<file path="src/hw/rtl/npis_pkg.sv">
// shared types and constants for the nearest palette index search unit
package npis_pkg;

   localparam int PALETTE_ENTRIES_DEFAULT = 256;
   localparam int WORD_W                  = 32;
   localparam int PIXEL_W                 = 24;
   localparam int SLOT_W                  = 8;
   localparam int RESULT_W                = 8;

   localparam logic ACTION_LOAD  = 1'b0;
   localparam logic ACTION_PIXEL = 1'b1;

   typedef enum logic [1:0] {
      ST_IDLE,
      ST_SCAN,
      ST_LAST,
      ST_EMIT
   } state_type;

   typedef struct packed {
      logic clear;
      logic sample_valid;
   } scan_ctl_type;

endpackage

</file>
<file path="src/hw/rtl/npis_best_unit.sv">
// shared distance and compare unit, keeps the running best palette index
module npis_best_unit #(
   parameter int IDX_W = 8
) (
   input  logic                              clock,
   input  npis_pkg::scan_ctl_type            ctl,
   input  logic [npis_pkg::WORD_W-1:0]       pixel,
   input  logic [npis_pkg::WORD_W-1:0]       entry,
   input  logic [IDX_W-1:0]                  sample_idx,
   output logic [IDX_W-1:0]                  best_idx
);

   logic [npis_pkg::WORD_W-1:0] best_dist_ff, best_dist_in;
   logic [IDX_W-1:0]            best_idx_ff, best_idx_in;
   logic [npis_pkg::WORD_W-1:0] abs_diff;

   assign abs_diff = (pixel > entry) ? (pixel - entry) : (entry - pixel);

   always_comb begin
      best_dist_in = best_dist_ff;
      best_idx_in  = best_idx_ff;
      if (ctl.clear) begin
         best_dist_in = '1;
         best_idx_in  = '0;
      end else if (ctl.sample_valid && (abs_diff < best_dist_ff)) begin
         best_dist_in = abs_diff;
         best_idx_in  = sample_idx;
      end
   end

   always_ff @(posedge clock) begin
      best_dist_ff <= best_dist_in;
      best_idx_ff  <= best_idx_in;
   end

   assign best_idx = best_idx_ff;

endmodule

</file>
<file path="config.mk">
export PLATFORM = sky130hd
export DESIGN_NAME = npis_best_unit
export DESIGN_NICKNAME = d
export VERILOG_FILES = /design/src/hw/rtl/npis_pkg.sv /design/src/hw/rtl/npis_best_unit.sv
export SDC_FILE = /design/constraint.sdc
export NUM_CORES = 1
export LEC_CHECK = 0
export BUFFER_PORTS_ARGS = -buffer_cell sky130_fd_sc_hd__buf_2
export CORE_MARGIN = 2
export CORE_UTILIZATION = 59
export DETAILED_ROUTE_END_ITERATION = 10
export PLACE_DENSITY = 0.82
export SYNTH_ARGS = -nofsm -noshare
export SYNTH_HDL_FRONTEND = slang
export SYNTH_SLANG_ARGS = --single-unit
</file>
<file path="constraint.sdc">
create_clock -name clock -period 6.8 [get_ports clock]
set_input_delay 1.02 -clock clock [delete_from_list [all_inputs] [get_ports clock]]
set_output_delay 1.02 -clock clock [all_outputs]
set_load 0.05 [all_outputs]
</file>
==> impl_metrics.yaml <==
outcome:
  outcome: "finished clean"
sta:
  setup_viol: 0
  report.final.hold_viol_count: 0
  min_period_ns: 6.01
  rsz0062_at_grt: "false"
  slew-limit-headroom: 0.413
  drv_slew: 0
  setup-tns-final_ns: 0
  max_freq_mhz: 166
  fin_ws_ns: 0.791
  worst_slew_pin_slew_ns: 0.880
  finalCritPeriodShare: 0.884
  clock_skew_ns: 0.0109
clock_network:
  cts.sinks: 40
  ctsHoldBuffers: 0
  cts_buffer_depth: 2
  root_buffer: "clkbuf_8"
  htreeDepth: 2
  cts_tree: "done"
  cts_buffers: 5
  clk_latency_ns: 0.30
  cts_resized: 0
  clkSlewWorstSetupHoldPaths_ns: 0.08
  post_cts_buffers: 0
yosys:
  synth_cells: 749
  synth_top_area_cell: "ha_1"
  syn_area_um2: 5620
  netlist.area_leader.share: 0.209
  ys_top_cells_by_count: "113 x inv_1, 94 x ha_1, 64 x a21oi_1, 46 x nor2_1, 42 x o21ai_0"
  synth_edf_count: 0
  ys_top_cells_by_area: "ha_1 21%, dfxtp_1 14%, inv_1 7.5%"
  async_reset_ff_frac: 0
  synth_warnings: 0
  yosysMostFrequentCell: "inv_1"
  ys.flop_type: "dfxtp_1"
  ys_ff_latch: 40
  syn_nets: 920
  yosysSeqAreaShare: 0.142
  synth_cell_type_count: 64
  syn_area_per_cell_um2: 7.51
pwr:
  p_leak_nw: 3.26
  power_mw: 1.38
  irDropWorstVdd_mv: 0.122
  p_per_area_nw_per_um2: 226
grt:
  grt_pass1_vias: 5478
  grt.total_usage: 0.304
  grt_overflow: 0
  met2_usage: 0.517
  gr-usage-met1: 0.411
  grt_pass1_wl_um: 25500
  busiest_layer: "met2"
  use_met3: 0.0442
  grt_max_degree: 22
  antenna_found_initial: 0
die:
  num_io_pins: 83
  dieArea_um2: 10300
  core_um2: 9240
  rows: 35
  die_x_um: 102
  initial_core_util: 0.609
  die_h_um: 102
placement:
  place.gp.congestion: 0.970
  pre_cts_ws_ns: 0.585
  dp_hpwl_um: 12700
  post_dp_cell_area_um2: 6040
  portBuffers: 82
detailed_routing:
  ant_nets: 0
  wirelength_um: 15500
  drc: 0
  firstDrtPassIters: 5
  viasPerCell: 6.09
  num_vias: 5705
  wl_per_cell_um: 16.6
  drt_iter0_markers: 401
finish:
  syn_to_final_growth_pct: 8.83
  drive_gt1_frac: 0.137
  insertedDiodeCount: 0
  fin_area_um2: 6120
  nets: 979
worst_setup_path:
  worstPathMaxFanout: 17
  worstSetupEndpointType: "flop"
  critPathRequiredTime_ns: 6.99
  startpoint_type: "input pin"
  critical_path_class: "in2reg"
  worstPathArrival_ns: 6.20
job:
  cap_viol_max_count: 0
hold_path:
  hold_class: "reg2reg"
[final timing paths]
| check | startpoint | cells after the start | end | slack [ns] |
|---|---|---|---|---|
| worst max-delay path | pixel[18] | 20 | best_dist_ff[16] | 0.79 |
| worst min-delay path | best_dist_ff[4] | 1 | best_dist_ff[4] | 0.49 |
| worst max register to register | best_dist_ff[13] | 11 | best_dist_ff[16] | 4.03 |
| worst min register to register | best_dist_ff[4] | 1 | best_dist_ff[4] | 0.49 |
[cells in the final DEF, fill, tap and decap left out, types with 3 or more instances in the layout]
master,Yosys,routed
o31ai_1,5,5
a2111oi_0,3,3
inv_1,113,113
nand3_1,12,12
xor2_1,9,9
and4_1,3,3
o21a_1,9,9
o21bai_1,12,12
mux2i_1,16,16
o22a_1,31,31
clkbuf_8,0,5
a211oi_1,9,9
nand2b_1,9,9
dfxtp_1,40,40
a21o_1,21,21
or3_1,3,3
nor2_1,46,46
nor2b_1,6,6
ha_1,94,94
o211ai_1,9,9
a211o_1,4,4
nand4_1,14,14
a31oi_1,10,10
buf_4,8,8
a31o_2,3,3
o21ai_1,4,5
a21oi_1,64,64
nand2_1,37,37
buf_2,13,82
nor3_1,21,21
xnor2_1,20,20
o21ai_0,42,41
[final cells by class]
cell class	count	area, um2
sequential	40	801
tap	129	161
multi-input combinational	558	4190
clock inverter	1	5.00
inverter	113	424
clock buffer	6	72.6
fill	815	3120
timing repair buffer	90	470
[critical path: stages]
cell     delay, ns
buf_2         0.09
inv_1         0.04
ha_1          0.50
nand4_2       0.25
nor3_4        0.20
nand2_1       0.07
o311a_1       0.36
a21oi_2       0.70
a41oi_1       0.27
xnor2_1       0.43
ha_1          0.33
a21o_1        0.18
a21oi_1       0.14
nor2b_1       0.06
o31ai_1       0.32
a31oi_1       0.19
nor2_1        0.17
nand2_1       0.31
buf_4         0.33
o22a_1        0.20
[per-layer routing]
metal  vias to the layer above  share of wire  wire length [um]
met1                      2649           0.44              6910
met3                        24          0.076              1180
met5                         -              0                 0
met2                       252           0.47              7250
li1                       2780              -                 -
met4                         0          0.013               207
[cell families (layout without fill, tap and decap cells)]
group / Yosys count / after routing / share of synthesized area
compound gates: 257 / 257 / 0.312
xor+xnor: 29 / 29 / 0.0452
fa+ha+maj: 96 / 96 / 0.216
buf+inv: 151 / 210 / 0.113
flops: 40 / 40 / 0.142
mux: 16 / 16 / 0.0285
simple gates: 160 / 160 / 0.142
[where the power goes]
part           switching, mW  total (mW)  internal [mW]
logic                  0.520       0.876          0.356
registers             0.0408       0.358          0.318
clock network         0.0803       0.150         0.0698
total                  0.641        1.38          0.743
[sequential cells by signal, summed over array words and instances, names as in the netlist]
register and count:
best_idx 8, best_dist_ff 32
[metrics by stage]
step                       util  hold slack [ns]  instances
after floorplan               -            0.458        749
after global placement    0.654            0.463        930
after detailed placement  0.654            0.472        930
after CTS                 0.662            0.488        937
after global routing      0.662            0.509        937
final                     0.662            0.485        937
Power figures use the tool's default switching activity.
